[config.mk]
export PLATFORM = sky130hd
export DESIGN_NAME = rfc3339_timestamp_to_epoch_unit_flat
export DESIGN_NICKNAME = d
export VERILOG_FILES = /design/src/rtl/r2e_pkg.sv /design/src/rtl/r2e_if.sv /design/src/rtl/rfc3339_timestamp_to_epoch_unit.sv /design/src/rtl/r2e_dpath.sv /design/src/rtl/r2e_ctrl.sv /design/src/flat_wrapper.sv
export VERILOG_INCLUDE_DIRS = /design/src /design/src/rtl
export SDC_FILE = /design/constraint.sdc
export NUM_CORES = 2
export LEC_CHECK = 0
export ABC_AREA = 1
export BUFFER_PORTS_ARGS = -buffer_cell sky130_fd_sc_hd__clkbuf_2
export CAP_MARGIN = 20
export CORE_MARGIN = 4
export CORE_UTILIZATION = 40
export CTS_BUF_LIST = sky130_fd_sc_hd__clkbuf_16
export DETAILED_ROUTE_END_ITERATION = 7
export GPL_TIMING_DRIVEN = 0
export PLACE_DENSITY = 0.61
export SYNTH_ARGS = -nofsm -noshare
export SYNTH_HDL_FRONTEND = slang
export SYNTH_SLANG_ARGS = --single-unit
[constraint.sdc]
create_clock -name clk -period 11.9 [get_ports clk]
set_input_delay 2.38 -clock clk [delete_from_list [all_inputs] [get_ports clk]]
set_output_delay 2.38 -clock clk [all_outputs]
set_load 0.05 [all_outputs]
[src/rtl/rfc3339_timestamp_to_epoch_unit_assert.svh]
// Assertion macros used by the timestamp parser controller.
`ifndef RFC3339_TIMESTAMP_TO_EPOCH_UNIT_ASSERT_SVH
`define RFC3339_TIMESTAMP_TO_EPOCH_UNIT_ASSERT_SVH

// Same-cycle implication, checked on every rising clock edge outside reset.
`define R2E_ASSERT_IMP(lbl, ante, cons, msg) \
	lbl: assert property (@(posedge clk) disable iff (!arst_n) (ante) |-> (cons)) \
		else $error(msg);

// Next-cycle implication, checked on every rising clock edge outside reset.
`define R2E_ASSERT_NXT(lbl, ante, cons, msg) \
	lbl: assert property (@(posedge clk) disable iff (!arst_n) (ante) |=> (cons)) \
		else $error(msg);

`endif

[src/rtl/r2e_pkg.sv]
// Types, character constants and helper functions of the timestamp parser.
package r2e_pkg;

	// ASCII characters recognized by the parser.
	localparam logic [7:0] CH_SPACE = 8'h20;
	localparam logic [7:0] CH_TAB   = 8'h09;
	localparam logic [7:0] CH_CR    = 8'h0D;
	localparam logic [7:0] CH_ZERO  = 8'h30;
	localparam logic [7:0] CH_NINE  = 8'h39;
	localparam logic [7:0] CH_DASH  = 8'h2D;
	localparam logic [7:0] CH_PLUS  = 8'h2B;
	localparam logic [7:0] CH_DOT   = 8'h2E;
	localparam logic [7:0] CH_COLON = 8'h3A;
	localparam logic [7:0] CH_T     = 8'h54;

	// Header layout and offset buffer size.
	localparam logic [4:0] HDR_LAST_POS = 5'd18;
	localparam int unsigned OFF_SLOTS   = 5;

	// Last value of the compute step counter; the arithmetic pipeline has settled by then.
	localparam logic [2:0] CALC_LAST = 3'd5;

	// Controller states: parse phases followed by the compute sequence.
	typedef enum logic [2:0] {
		ST_LEAD,
		ST_HEAD,
		ST_DECIDE,
		ST_FRAC,
		ST_OFFSET,
		ST_DONE,
		ST_CALC,
		ST_EMIT
	} state_t;

	// Commands from the controller to the datapath.
	typedef struct packed {
		logic hdr_en;
		logic set_sign;
		logic off_en;
		logic calc_en;
		logic load_out;
		logic clear;
		logic fmt_ok;
		logic use_off;
	} cmd_t;

	// Status from the datapath to the controller.
	typedef struct packed {
		logic ws;
		logic digit;
		logic dot;
		logic sign;
		logic hdr_last;
	} stat_t;

	// Space, tab, LF, VT, FF and CR count as whitespace.
	function automatic logic is_ws(input logic [7:0] c);
		return (c == CH_SPACE) || ((c >= CH_TAB) && (c <= CH_CR));
	endfunction

	function automatic logic is_digit(input logic [7:0] c);
		return (c >= CH_ZERO) && (c <= CH_NINE);
	endfunction

	// Two-digit decimal value, or zero if either character is not a digit.
	function automatic logic [6:0] two_digits(input logic [7:0] a, input logic [7:0] b);
		logic [7:0] da;
		logic [7:0] db;
		da = a - CH_ZERO;
		db = b - CH_ZERO;
		if (!is_digit(a) || !is_digit(b)) begin
			return 7'd0;
		end
		return 7'(da[3:0] * 7'd10) + 7'(db[3:0]);
	endfunction

endpackage

[src/rtl/r2e_if.sv]
// Valid/ready channel interfaces for text words and result words.
interface r2e_in_if;
	logic       valid;
	logic       ready;
	logic [7:0] text_byte;
	logic       last_byte;

	modport source (output valid, output text_byte, output last_byte, input ready);
	modport sink (input valid, input text_byte, input last_byte, output ready);
endinterface

interface r2e_out_if;
	logic               valid;
	logic               ready;
	logic               status;
	logic signed [38:0] epoch_seconds;

	modport source (output valid, output status, output epoch_seconds, input ready);
	modport sink (input valid, input status, input epoch_seconds, output ready);
endinterface

[src/rtl/rfc3339_timestamp_to_epoch_unit.sv]
// Non-final text words are taken as soon as offered; after the final word
// the controller runs the days-from-civil pipeline, then loads the result
// register once any earlier result word is taken; no word is taken in between.
// Words of the next timestamp wait until this result has been loaded.
// Reset: arst_n clears the parse state, sequencer and result valid at once.
module rfc3339_timestamp_to_epoch_unit
	import r2e_pkg::*;
(
	input logic      clk,
	input logic      arst_n,
	r2e_in_if.sink   text,
	r2e_out_if.source result
);

	cmd_t  cmd;
	stat_t stat;

	// Sequencing of parse phases and compute steps.
	r2e_ctrl u_ctrl (
		.clk       (clk),
		.arst_n    (arst_n),
		.in_valid  (text.valid),
		.in_last   (text.last_byte),
		.out_ready (result.ready),
		.stat      (stat),
		.in_ready  (text.ready),
		.out_valid (result.valid),
		.cmd       (cmd)
	);

	// Field capture and epoch arithmetic.
	r2e_dpath u_dpath (
		.clk           (clk),
		.arst_n        (arst_n),
		.text_byte     (text.text_byte),
		.cmd           (cmd),
		.stat          (stat),
		.status        (result.status),
		.epoch_seconds (result.epoch_seconds)
	);

endmodule

[src/rtl/r2e_dpath.sv]
// Datapath: field accumulators, offset buffer, epoch arithmetic and result register.
module r2e_dpath
	import r2e_pkg::*;
(
	input  logic               clk,
	input  logic               arst_n,
	input  logic [7:0]         text_byte,
	input  cmd_t               cmd,
	output stat_t              stat,
	output logic               status,
	output logic signed [38:0] epoch_seconds
);

	// Parse state.
	logic [4:0]  pos_q;
	logic        hdr_failed_q;
	logic [13:0] year_q;
	logic [6:0]  month_q;
	logic [6:0]  day_q;
	logic [6:0]  hour_q;
	logic [6:0]  minute_q;
	logic [6:0]  second_q;
	logic        neg_q;
	logic [7:0]  off_chars_q [OFF_SLOTS];
	logic [2:0]  off_cnt_q;
	logic [2:0]  pend_q;

	// Arithmetic pipeline.
	logic signed [14:0] y_s1;
	logic [14:0]        x_s1;
	logic [18:0]        hms_s1;
	logic signed [19:0] off_s1;
	logic signed [6:0]  era_s2;
	logic [12:0]        q5_s2;
	logic [8:0]         yoe_s3;
	logic signed [12:0] doy_s3;
	logic signed [18:0] doe_s4;
	logic signed [23:0] days_s5;
	logic signed [40:0] prod_s6;

	// Result register.
	logic               status_q;
	logic signed [38:0] epoch_q;

	logic       dig_ok;
	logic [3:0] dig_val;
	logic [7:0] dig_raw;

	// Character class of the incoming word.
	always_comb begin
		dig_raw       = text_byte - CH_ZERO;
		dig_val       = dig_raw[3:0];
		dig_ok        = is_digit(text_byte);
		stat.ws       = is_ws(text_byte);
		stat.digit    = dig_ok;
		stat.dot      = (text_byte == CH_DOT);
		stat.sign     = (text_byte == CH_PLUS) || (text_byte == CH_DASH);
		stat.hdr_last = (pos_q == HDR_LAST_POS);
	end

	// Header fields: digits accumulate, separators are checked.
	always_ff @(posedge clk or negedge arst_n) begin
		if (!arst_n) begin
			pos_q        <= '0;
			hdr_failed_q <= 1'b0;
			year_q       <= '0;
			month_q      <= '0;
			day_q        <= '0;
			hour_q       <= '0;
			minute_q     <= '0;
			second_q     <= '0;
		end else if (cmd.clear) begin
			pos_q        <= '0;
			hdr_failed_q <= 1'b0;
			year_q       <= '0;
			month_q      <= '0;
			day_q        <= '0;
			hour_q       <= '0;
			minute_q     <= '0;
			second_q     <= '0;
		end else if (cmd.hdr_en) begin
			pos_q <= pos_q + 5'd1;
			unique case (pos_q)
				5'd0, 5'd1, 5'd2, 5'd3: begin
					if (dig_ok) year_q <= 14'(year_q * 14'd10) + 14'(dig_val);
					else hdr_failed_q <= 1'b1;
				end
				5'd5, 5'd6: begin
					if (dig_ok) month_q <= 7'(month_q * 7'd10) + 7'(dig_val);
					else hdr_failed_q <= 1'b1;
				end
				5'd8, 5'd9: begin
					if (dig_ok) day_q <= 7'(day_q * 7'd10) + 7'(dig_val);
					else hdr_failed_q <= 1'b1;
				end
				5'd11, 5'd12: begin
					if (dig_ok) hour_q <= 7'(hour_q * 7'd10) + 7'(dig_val);
					else hdr_failed_q <= 1'b1;
				end
				5'd14, 5'd15: begin
					if (dig_ok) minute_q <= 7'(minute_q * 7'd10) + 7'(dig_val);
					else hdr_failed_q <= 1'b1;
				end
				5'd17, 5'd18: begin
					if (dig_ok) second_q <= 7'(second_q * 7'd10) + 7'(dig_val);
					else hdr_failed_q <= 1'b1;
				end
				5'd4, 5'd7: begin
					if (text_byte != CH_DASH) hdr_failed_q <= 1'b1;
				end
				5'd10: begin
					if ((text_byte != CH_T) && (text_byte != CH_SPACE)) hdr_failed_q <= 1'b1;
				end
				default: begin
					if (text_byte != CH_COLON) hdr_failed_q <= 1'b1;
				end
			endcase
		end
	end

	// Offset buffer: whitespace is held back and only stored once a later
	// non-whitespace character shows it is not trailing.
	always_ff @(posedge clk or negedge arst_n) begin
		if (!arst_n) begin
			neg_q     <= 1'b0;
			off_cnt_q <= '0;
			pend_q    <= '0;
		end else if (cmd.clear) begin
			neg_q     <= 1'b0;
			off_cnt_q <= '0;
			pend_q    <= '0;
		end else begin
			if (cmd.set_sign) neg_q <= (text_byte == CH_DASH);
			if (cmd.off_en) begin
				if (stat.ws) begin
					if (pend_q < 3'(OFF_SLOTS)) pend_q <= pend_q + 3'd1;
				end else begin
					pend_q <= '0;
					if ({1'b0, off_cnt_q} + {1'b0, pend_q} >= 4'(OFF_SLOTS))
						off_cnt_q <= 3'(OFF_SLOTS);
					else
						off_cnt_q <= off_cnt_q + pend_q + 3'd1;
				end
			end
		end
	end

	// Offset character slots carry no reset; the count qualifies them.
	always_ff @(posedge clk) begin
		if (cmd.off_en && !stat.ws) begin
			for (int i = 0; i < OFF_SLOTS; i++) begin
				if ((4'(i) >= {1'b0, off_cnt_q}) &&
				    (4'(i) < {1'b0, off_cnt_q} + {1'b0, pend_q}))
					off_chars_q[i] <= CH_SPACE;
				else if (4'(i) == {1'b0, off_cnt_q} + {1'b0, pend_q})
					off_chars_q[i] <= text_byte;
			end
		end
	end

	logic       le2;
	logic [6:0] mp;
	logic [6:0] oh;
	logic [6:0] om;
	logic [18:0] off_mag;
	logic        off_apply;

	// First stage inputs: year shift flag, shifted month and offset.
	always_comb begin
		le2       = (month_q <= 7'd2);
		mp        = le2 ? (month_q + 7'd9) : (month_q - 7'd3);
		oh        = two_digits(off_chars_q[0], off_chars_q[1]);
		om        = (off_cnt_q >= 3'd5) ? two_digits(off_chars_q[3], off_chars_q[4]) : 7'd0;
		off_mag   = 19'(19'(oh) * 19'd3600) + 19'(19'(om) * 19'd60);
		off_apply = cmd.use_off && (off_cnt_q >= 3'd4);
	end

	logic [26:0]        era_prod;
	logic [30:0]        q5_prod;
	logic signed [15:0] yoe_full;
	logic [17:0]        yoe365;
	logic [1:0]         cent;
	logic [18:0]        doe_u;

	// Reciprocal multiplies and day-count terms.
	always_comb begin
		era_prod = 27'(y_s1[13:0]) * 27'd5243;
		q5_prod  = 31'(x_s1) * 31'd52429;
		yoe_full = 16'(y_s1) - 16'(16'(era_s2) * 16'sd400);
		yoe365   = 18'(yoe_s3) * 18'd365;
		if (yoe_s3 >= 9'd300) cent = 2'd3;
		else if (yoe_s3 >= 9'd200) cent = 2'd2;
		else if (yoe_s3 >= 9'd100) cent = 2'd1;
		else cent = 2'd0;
		doe_u = {1'b0, yoe365} + 19'(yoe_s3[8:2]) - 19'(cent);
	end

	// Days-from-civil pipeline; inputs hold still while it runs.
	always_ff @(posedge clk) begin
		if (cmd.calc_en) begin
			y_s1    <= $signed({1'b0, year_q} - {14'd0, le2});
			x_s1    <= 15'({8'd0, mp} * 15'd153) + 15'd2;
			hms_s1  <= 19'(19'(hour_q) * 19'd3600) + 19'(19'(minute_q) * 19'd60)
			           + 19'(second_q);
			off_s1  <= !off_apply ? 20'sd0 :
			           neg_q ? -$signed({1'b0, off_mag}) : $signed({1'b0, off_mag});
			era_s2  <= y_s1[14] ? -7'sd1 : $signed({1'b0, era_prod[26:21]});
			q5_s2   <= q5_prod[30:18];
			yoe_s3  <= yoe_full[8:0];
			doy_s3  <= $signed(q5_s2 + {6'd0, day_q} - 13'd1);
			doe_s4  <= $signed(doe_u) + 19'(doy_s3);
			days_s5 <= 24'(era_s2) * 24'sd146097 + 24'(doe_s4) - 24'sd719468;
			prod_s6 <= 41'(days_s5) * 41'sd86400;
		end
	end

	logic signed [40:0] secs;

	// Final sum: day seconds plus time of day minus offset.
	assign secs = prod_s6 + 41'($signed({1'b0, hms_s1})) - 41'(off_s1);

	// Result register, loaded when the result word is handed out.
	always_ff @(posedge clk) begin
		if (cmd.load_out) begin
			status_q <= !(cmd.fmt_ok && !hdr_failed_q);
			epoch_q  <= (cmd.fmt_ok && !hdr_failed_q) ? secs[38:0] : 39'sd0;
		end
	end

	assign status        = status_q;
	assign epoch_seconds = epoch_q;

endmodule

[src/rtl/r2e_ctrl.sv]
// Controller: parse phase state machine and compute sequencer.
module r2e_ctrl
	import r2e_pkg::*;
(
	input  logic  clk,
	input  logic  arst_n,
	input  logic  in_valid,
	input  logic  in_last,
	input  logic  out_ready,
	input  stat_t stat,
	output logic  in_ready,
	output logic  out_valid,
	output cmd_t  cmd
);

	`include "rfc3339_timestamp_to_epoch_unit_assert.svh"

	state_t     state_q;
	state_t     state_d;
	state_t     parse_d;
	logic [2:0] calc_cnt_q;
	logic       fmt_ok_q;
	logic       use_off_q;
	logic       out_valid_q;
	logic       in_acc;

	// State, counter, format flags and result valid.
	always_ff @(posedge clk or negedge arst_n) begin
		if (!arst_n) begin
			state_q     <= ST_LEAD;
			calc_cnt_q  <= '0;
			fmt_ok_q    <= 1'b0;
			use_off_q   <= 1'b0;
			out_valid_q <= 1'b0;
		end else begin
			state_q    <= state_d;
			calc_cnt_q <= (state_q == ST_CALC) ? calc_cnt_q + 3'd1 : 3'd0;
			if (in_acc && in_last) begin
				fmt_ok_q  <= (parse_d == ST_DECIDE) || (parse_d == ST_FRAC) ||
				             (parse_d == ST_OFFSET) || (parse_d == ST_DONE);
				use_off_q <= (parse_d == ST_OFFSET);
			end
			if (cmd.load_out) out_valid_q <= 1'b1;
			else if (out_ready) out_valid_q <= 1'b0;
		end
	end

	// Next state and datapath commands.
	always_comb begin
		in_ready    = (state_q != ST_CALC) && (state_q != ST_EMIT);
		in_acc      = in_valid && in_ready;
		cmd         = '0;
		cmd.fmt_ok  = fmt_ok_q;
		cmd.use_off = use_off_q;
		parse_d     = state_q;
		unique case (state_q)
			ST_LEAD: begin
				if (in_acc && !stat.ws) begin
					cmd.hdr_en = 1'b1;
					parse_d    = ST_HEAD;
				end
			end
			ST_HEAD: begin
				if (in_acc) begin
					cmd.hdr_en = 1'b1;
					if (stat.hdr_last) parse_d = ST_DECIDE;
				end
			end
			ST_DECIDE: begin
				if (in_acc) begin
					if (stat.dot) begin
						parse_d = ST_FRAC;
					end else if (stat.sign) begin
						cmd.set_sign = 1'b1;
						parse_d      = ST_OFFSET;
					end else begin
						parse_d = ST_DONE;
					end
				end
			end
			ST_FRAC: begin
				if (in_acc && !stat.digit) begin
					if (stat.sign) begin
						cmd.set_sign = 1'b1;
						parse_d      = ST_OFFSET;
					end else begin
						parse_d = ST_DONE;
					end
				end
			end
			ST_OFFSET: begin
				cmd.off_en = in_acc;
			end
			ST_DONE: begin
			end
			ST_CALC: begin
				cmd.calc_en = 1'b1;
				if (calc_cnt_q == CALC_LAST) parse_d = ST_EMIT;
			end
			ST_EMIT: begin
				if (!out_valid_q || out_ready) begin
					cmd.load_out = 1'b1;
					cmd.clear    = 1'b1;
					parse_d      = ST_LEAD;
				end
			end
		endcase
		state_d = (in_acc && in_last) ? ST_CALC : parse_d;
	end

	assign out_valid = out_valid_q;

	// A final word always starts the compute sequence from its first step.
	`R2E_ASSERT_NXT(a_last_starts_calc, in_acc && in_last,
		state_q == ST_CALC && calc_cnt_q == 3'd0, "final word did not start compute")
	// The compute sequence runs its full length without interruption.
	`R2E_ASSERT_NXT(a_calc_runs, state_q == ST_CALC && calc_cnt_q != CALC_LAST,
		state_q == ST_CALC, "compute sequence cut short")
	// Handing out a result returns to whitespace skipping with a valid word.
	`R2E_ASSERT_NXT(a_emit_done, state_q == ST_EMIT && cmd.load_out,
		state_q == ST_LEAD && out_valid_q, "result hand-off incomplete")

endmodule

[src/flat_wrapper.sv]
// flat-port wrapper written by rule: the top's interface ports become plain ports
module rfc3339_timestamp_to_epoch_unit_flat import r2e_pkg::*;
  (clk, arst_n, text_valid, text_text_byte, text_last_byte, text_ready, result_valid, result_status, result_epoch_seconds, result_ready);
  r2e_in_if text_i ();
  r2e_out_if result_i ();
  input logic clk;
  input logic arst_n;
  input wire logic [$bits(text_i.valid)-1:0] text_valid;
  input wire logic [$bits(text_i.text_byte)-1:0] text_text_byte;
  input wire logic [$bits(text_i.last_byte)-1:0] text_last_byte;
  output wire logic [$bits(text_i.ready)-1:0] text_ready;
  output wire logic [$bits(result_i.valid)-1:0] result_valid;
  output wire logic [$bits(result_i.status)-1:0] result_status;
  output wire logic [$bits(result_i.epoch_seconds)-1:0] result_epoch_seconds;
  input wire logic [$bits(result_i.ready)-1:0] result_ready;
  assign text_i.valid = text_valid;
  assign text_i.text_byte = text_text_byte;
  assign text_i.last_byte = text_last_byte;
  assign text_ready = text_i.ready;
  assign result_valid = result_i.valid;
  assign result_status = result_i.status;
  assign result_epoch_seconds = result_i.epoch_seconds;
  assign result_i.ready = result_ready;
  rfc3339_timestamp_to_epoch_unit u_core (.clk(clk), .arst_n(arst_n), .text(text_i), .result(result_i));
endmodule
Word level (Yosys, flattened, before mapping)
Memory sizes are Yosys's and may differ from the RTL's.
Cells that the tools add are included.
{ "totals": {"regBits": 297, "ramBits": 40, "inputBits": 13, "output_inout_bits": 42, "elab_cells": 361, "n_memories": 1} }
{ "classes": {"addsub": 37, "n_mul": 19, "n_lt_le_gt_ge": 30, "eq_ne": 46, "muxes": 122, "bitwise_logic": 5, "n_reduce_logical": 70} }
{ "mem_list": {"columns": ["memory", "words", "word_bits", "rd", "rd_clocked_by_memory_dff", "write_ports", "line", "rtl"], "rows": [
  ["u_core.u_dpath.off_chars_q", 5, 8, 4, 0, 5, "r2e_dpath.sv:24", "logic [7:0] off_chars_q [OFF_SLOTS];"]
]} }
{ "ops": {"columns": ["operator", "count"], "rows": [
  ["$mux W7", 27],
  ["$add A19 B13 Y19", 3],
  ["$mux W1", 57],
  ["$mux W14", 4],
  ["$mux W3", 18],
  ["$add A7 B4 Y7", 7],
  ["$mul A7 B8 Y15 const B", 3],
  ["$ge A8 B6 Y1 const B", 5],
  ["$le A8 B6 Y1 const B", 5],
  ["$mux W8", 5],
  ["$add A39 B20 Y39", 1],
  ["$sub A39 B20 Y39", 1],
  ["$eq A5 B4 Y1 const B", 7],
  ["$mul A7 B3 Y6 const B", 5],
  ["$eq A8 B6 Y1 const B", 4],
  ["$mul A24 B11 Y32 const B", 1],
  ["$mul A15 B16 Y31 const B", 1],
  ["$mul A14 B13 Y27 const B", 1],
  ["$add A24 B19 Y24", 1],
  ["$mul A7 B19 Y24 const B", 1],
  ["$ne A8 B6 Y1 const B", 3],
  ["$sub A24 B21 Y24 const B", 1],
  ["$mul A7 B4 Y11 const B", 2],
  ["$reduce_bool A2 Y1", 11],
  ["other kinds (70)", 155]
]} }

Logic depth before layout (Yosys ltp)
An unclocked memory read counts as a cell.
{ "logic_depth": {"depth_word": 12, "ltp_mapped": 34, "depth_no_buf": 34} }

Modules after synthesis
Synthesis repeated with hierarchy kept, for this count alone.
{ "unflattened": {"hier_cells": 4617, "hier_area_um2": 41431.0} }
{ "modules_own_cells": {"columns": ["module", "n_inst", "cells_each", "area_per_inst_um2", "seq_area_each_um2"], "rows": [
  ["r2e_dpath", 1, 4527, 40800.4, 9238.9],
  ["r2e_ctrl", 1, 90, 630.6, 225.2]
]} }

Worst setup path before layout
Ideal clock, no wire load.
{ "synth_timing": {"path_kind": "register -> output", "start": "register u_core.u_ctrl.state_q[0]", "end": "output text_ready", "t_arrival_ps": 5883, "t_required_ps": 9520, "path_slack_ps": 3637, "stages_incl_launch_ff": 7, "path_buffers": 0, "path_cell_list": "dfrtp_1 -> inv_1 -> nand2_1 -> nor2_2 -> inv_2 -> nand2_1 -> inv_1"} }
{ "synth_via": {"elab_chain_cells": 2, "word_cells_on_any_way": 3, "cone_classes": "eq/ne (2); reduce/logical (1)"} }
{ "synth_rtl": {"columns": ["item", "line", "rtl"], "rows": [
  ["start: declaration", "r2e_ctrl.sv:18", "state_t state_q;"],
  ["start signal: assignment", "r2e_ctrl.sv:36", "state_q <= state_d;"],
  ["$ne A3 B3 Y1", "r2e_ctrl.sv:50", "in_ready = (state_q != ST_CALC) && (state_q != ST_EMIT);"],
  ["$logic_and A1 B1 Y1 *", "r2e_ctrl.sv:50", null],
  ["end: declaration", "flat_wrapper.sv:11", "output wire logic [$bits(text_i.ready)-1:0] text_ready;"]
]} }
Every way passes the cells marked *; elsewhere a longest branch is shown, timed or not.

Worst setup path in the final report
{ "layout_timing": {"start": "register u_core.u_dpath.off_cnt_q[1]", "end": "register u_core.u_dpath.off_s1[17], data pin"} }
{ "layout_via": {"elab_chain_cells": 6, "word_cells_on_any_way": 8, "cone_classes": "add/sub (2); mul (1); order compare (2); mux (2); reduce/logical (1)"} }
{ "layout_rtl": {"columns": ["item", "line", "rtl"], "rows": [
  ["start: declaration", "r2e_dpath.sv:25", "logic [2:0] off_cnt_q;"],
  ["start signal: assignment", "r2e_dpath.sv:140", "off_cnt_q <= 3'(OFF_SLOTS);"],
  ["start signal: assignment", "r2e_dpath.sv:142", "off_cnt_q <= off_cnt_q + pend_q + 3'd1;"],
  ["$ge A3 B3 Y1", "r2e_dpath.sv:173", "om = (off_cnt_q >= 3'd5) ? two_digits(off_chars_q[3], off_chars_q[4]) : 7'd0;"],
  ["$mux W7", "r2e_dpath.sv:173", null],
  ["$mul A7 B4 Y11", "r2e_dpath.sv:174", "off_mag = 19'(19'(oh) * 19'd3600) + 19'(19'(om) * 19'd60);"],
  ["$add A19 B13 Y19", "r2e_dpath.sv:174", null],
  ["$neg A19 Y20", "r2e_dpath.sv:206", "neg_q ? -$signed({1'b0, off_mag}) : $signed({1'b0, off_mag});"],
  ["$mux W19", "r2e_dpath.sv:206", null],
  ["end signal: assignment", "r2e_dpath.sv:205", "off_s1 <= !off_apply ? 20'sd0 :"],
  ["end: declaration", "r2e_dpath.sv:32", "logic signed [19:0] off_s1;"]
]} }
Parallel ways exist; a longest one is shown, timed or not.
A chain may end at the register's enable or synchronous reset.

==> summary.md <==
| Metric | Value |
|---|---|
| CTS tree | `built` |
| Critical path class | `flop to flop` |
| Die X | `329 um` |
| CTS root buffer | `clkbuf_16` |
| EDFF count, synth | `256` |
| Top-count cell post-synth | `inv_1` |
| CTS resizes | `0` |
| Post-Synth Adder-Cell Area | `0.415` |
| Remaining antenna violation count | `0` |
| Number of antenna violations at the first check in global routing | `0` |
| Slew headroom | `0.326` |
| Crit path max-delay family | `simple AND/OR/NAND/NOR gates` |
| Flops & latches, synth | `327` |
| WP depth | `32` |
| Vias in the first global route | `30110` |
| Htree depth | `2` |
| Dominant synthesized flop cell | `edfxtp_1` |
| Rows | `117` |
| Worst slack at placement | `approximately 5.3 ns` |
| Minimum clock period | `6.55 ns` |
| Setup violators final | `0` |
| Pin count of the biggest net entering global routing | `42` |
| # IOs | `55` |
| Seq/Total Area, Yosys | `0.230` |
| PortBufs | `between 50 and 60` |
| Critical Path Fanout Max | `5` |
| Nets@finish | `5848` |
| Crit share post-route | `0.550` |
| Fmax | `0.153 GHz` |
| Die height | `329 um` |
| Gr ovfl total | `0` |
| Mux cell area share after synthesis | `0` |
| Reg clk slew, reported paths | `0.06 ns` |
| WP data arrival | `6.94 ns` |
| Drt initial violations | `1277` |
| Total clock buffers created by CTS | `42` |
| Slew @ Worst Pin | `1.01 ns` |
| Drt wl/cell | `14.0 um` |
| Die area | `about 0.11 sq mm` |
| Skew-Pair Late Insertion Delay | `~0.60 ns` |
| Hold Path Cell Cnt | `1` |
| Compound-Gate Fraction of Synth Area | `0.0931` |
| Post-Syn Instances | `4579` |
| Simple-gate portion of the synthesized area | `0.122` |
| Slowest CP cell | `fa_1` |
| Hold Fails Final Rpt | `0` |
| Largest family of logic cells by synthesized area | `adder cells` |
| RD Place Congestion | `0.873` |
| Synth unique cells | `67` |
| XOR/XNOR Fraction of Synth Area | `0.0440` |
| Total global routing track utilization | `0.162` |
| Starting Density | `0.404` |
| YS warnings | `0` |
| Number of clock sinks | `327` |
| Final setup TNS | `0 ns` |
| Critical Path End Type | `flop` |
| Critical path's most frequent cell | `nand2_1` |
| Top post-synthesis cells by count | `1025 x inv_1, 781 x ha_1, 585 x nand2_1` |
| PnR worst setup slack | `~5.3 ns` |
| Hold crit path type | `flop to flop` |
| Post-Synthesis Net Count | `5738` |
| Final Util | `0.439` |
| Routed via count | `29482` |
| Outcome | `finished, final reports clean` |
| # hold bufs at CTS | `0` |
| Area growth syn-to-layout | `8.76%` |
| Clock Tree Buf Depth | `3` |
| Mean Syn Cell Area | `8.99 sq um` |
| Crit path launch type | `flop` |
| First-pass GRT wire length | `~150000 um` |
| Layout cells sized above 1 | `0.0419` |
| Synth async-reset ratio | `0.217` |
| ANT cells | `0` |
| Critical path buffers and inverters | `5` |
| Synthesized cell area | `0.0412 sq mm` |
| Core region area | `0.102 sq mm` |
| MaxCap Viol Count | `0` |
| Drt pass-1 iters | `5` |
| Synth area leader | `ha_1` |
| Synth top area share | `0.237` |
| Largest cells by area after synthesis | `ha_1 24%, edfxtp_1 19%, fa_1 18%` |
| Clock Skews | `0.0344 ns` |
| Postcts setup bufs | `0` |
| DRT Wirelength | `84900 um` |
| Slew Viols, Final | `0` |
| Worst r2r path cells | `32` |
| DR vias/cell | `4.84` |
| Post-DP HPWL | `72000 um` |
| Drt drc | `0` |
| Worst path required time | `12.29 ns` |
| RSZ-0062 raised after global routing | `false` |
| Crit-path max cell delay | `0.52 ns` |
-- per-stage QoR --
step / hold WS, ns / cells / cell area, sq um
floorplan: 0.439 / 4579 / 41200
global route: 0.504 / 6089 / 44800
global placement: 0.459 / 6001 / 43200
finish: 0.469 / 6089 / 44800
CTS: 0.473 / 6085 / 44800
detailed placement: 0.466 / 6009 / 43300
-- path summary, 6_finish.rpt --
kind                                              from                          end  slack [ns]
max                        u_core.u_dpath.off_cnt_q[1]    u_core.u_dpath.off_s1[17]        5.35
max in group asynchronous                       arst_n   u_core.u_dpath.second_q[3]        9.47
min in group asynchronous                       arst_n  u_core.u_ctrl.calc_cnt_q[2]        1.80
min                        u_core.u_ctrl.calc_cnt_q[0]  u_core.u_ctrl.calc_cnt_q[0]        0.47
min reg2reg                u_core.u_ctrl.calc_cnt_q[0]  u_core.u_ctrl.calc_cnt_q[0]        0.47
max reg2reg                u_core.u_dpath.off_cnt_q[1]    u_core.u_dpath.off_s1[17]        5.35
-- cell type report --
| class | count | area [sq um] |
|---|---|---|
| fillers | 9968 | 57200 |
| repair buffers | 66 | 460 |
| plain buffers | 12 | 62.6 |
| well taps | 1368 | 1710 |
| inverters | 1038 | 3900 |
| clock buffers | 44 | 1100 |
| clock inverters | 32 | 328 |
| flip-flops and latches | 327 | 9460 |
| multi-input cells | 3202 | 27800 |
-- placed cells by master (no fill, tap or decap), drive strengths merged, types with 127 or more instances in the layout --
cell / Yosys / routed
inv: 1036 / 1044
ha: 781 / 781
nand2: 591 / 591
fa: 365 / 365
a21oi: 306 / 306
nor2: 291 / 291
edfxtp: 256 / 256
o21ai: 211 / 211
nand3: 154 / 154
xor2: 127 / 127
-- flip-flops by register name, summed over array words and instances (netlist names), 5 cells and up --
register                      flops
u_core.u_dpath.era_s2             7
u_core.u_dpath.x_s1              15
u_core.u_dpath.year_q            14
u_core.u_dpath.y_s1              15
u_core.u_dpath.minute_q           7
u_core.u_dpath.hms_s1            19
u_core.u_dpath.q5_s2             13
u_core.u_dpath.second_q           7
u_core.u_dpath.off_chars_q       32
u_core.u_dpath.epoch_seconds     39
u_core.u_dpath.pos_q              5
u_core.u_dpath.month_q            7
u_core.u_dpath.doy_s3            13
u_core.u_dpath.days_s5           24
u_core.u_dpath.off_s1            18
u_core.u_dpath.day_q              7
u_core.u_dpath.doe_s4            19
u_core.u_dpath.yoe_s3             9
u_core.u_dpath.prod_s6           32
u_core.u_dpath.hour_q             7
-- routing by layer --
metal	share of wire	global-route usage	up-vias
met4	0.025	0.0419	0
met1	0.47	0.216	13805
li1	-	-	15200
met5	0	0	-
met3	0.029	0.0175	119
met2	0.48	0.282	358
-- logic make-up (layout without fill, tap and decap cells) --
| family | after synthesis | count (layout) |
|---|---|---|
| compound gates | 676 | 676 |
| fa+ha+maj | 1146 | 1146 |
| simple gates | 1173 | 1173 |
| xor+xnor | 207 | 207 |
| flops | 327 | 327 |
| buf+inv | 1050 | 1192 |
Power is left out: the tool's default activity adds up to more than one toggle a clock period on the data nets, which glitch-free logic cannot reach.
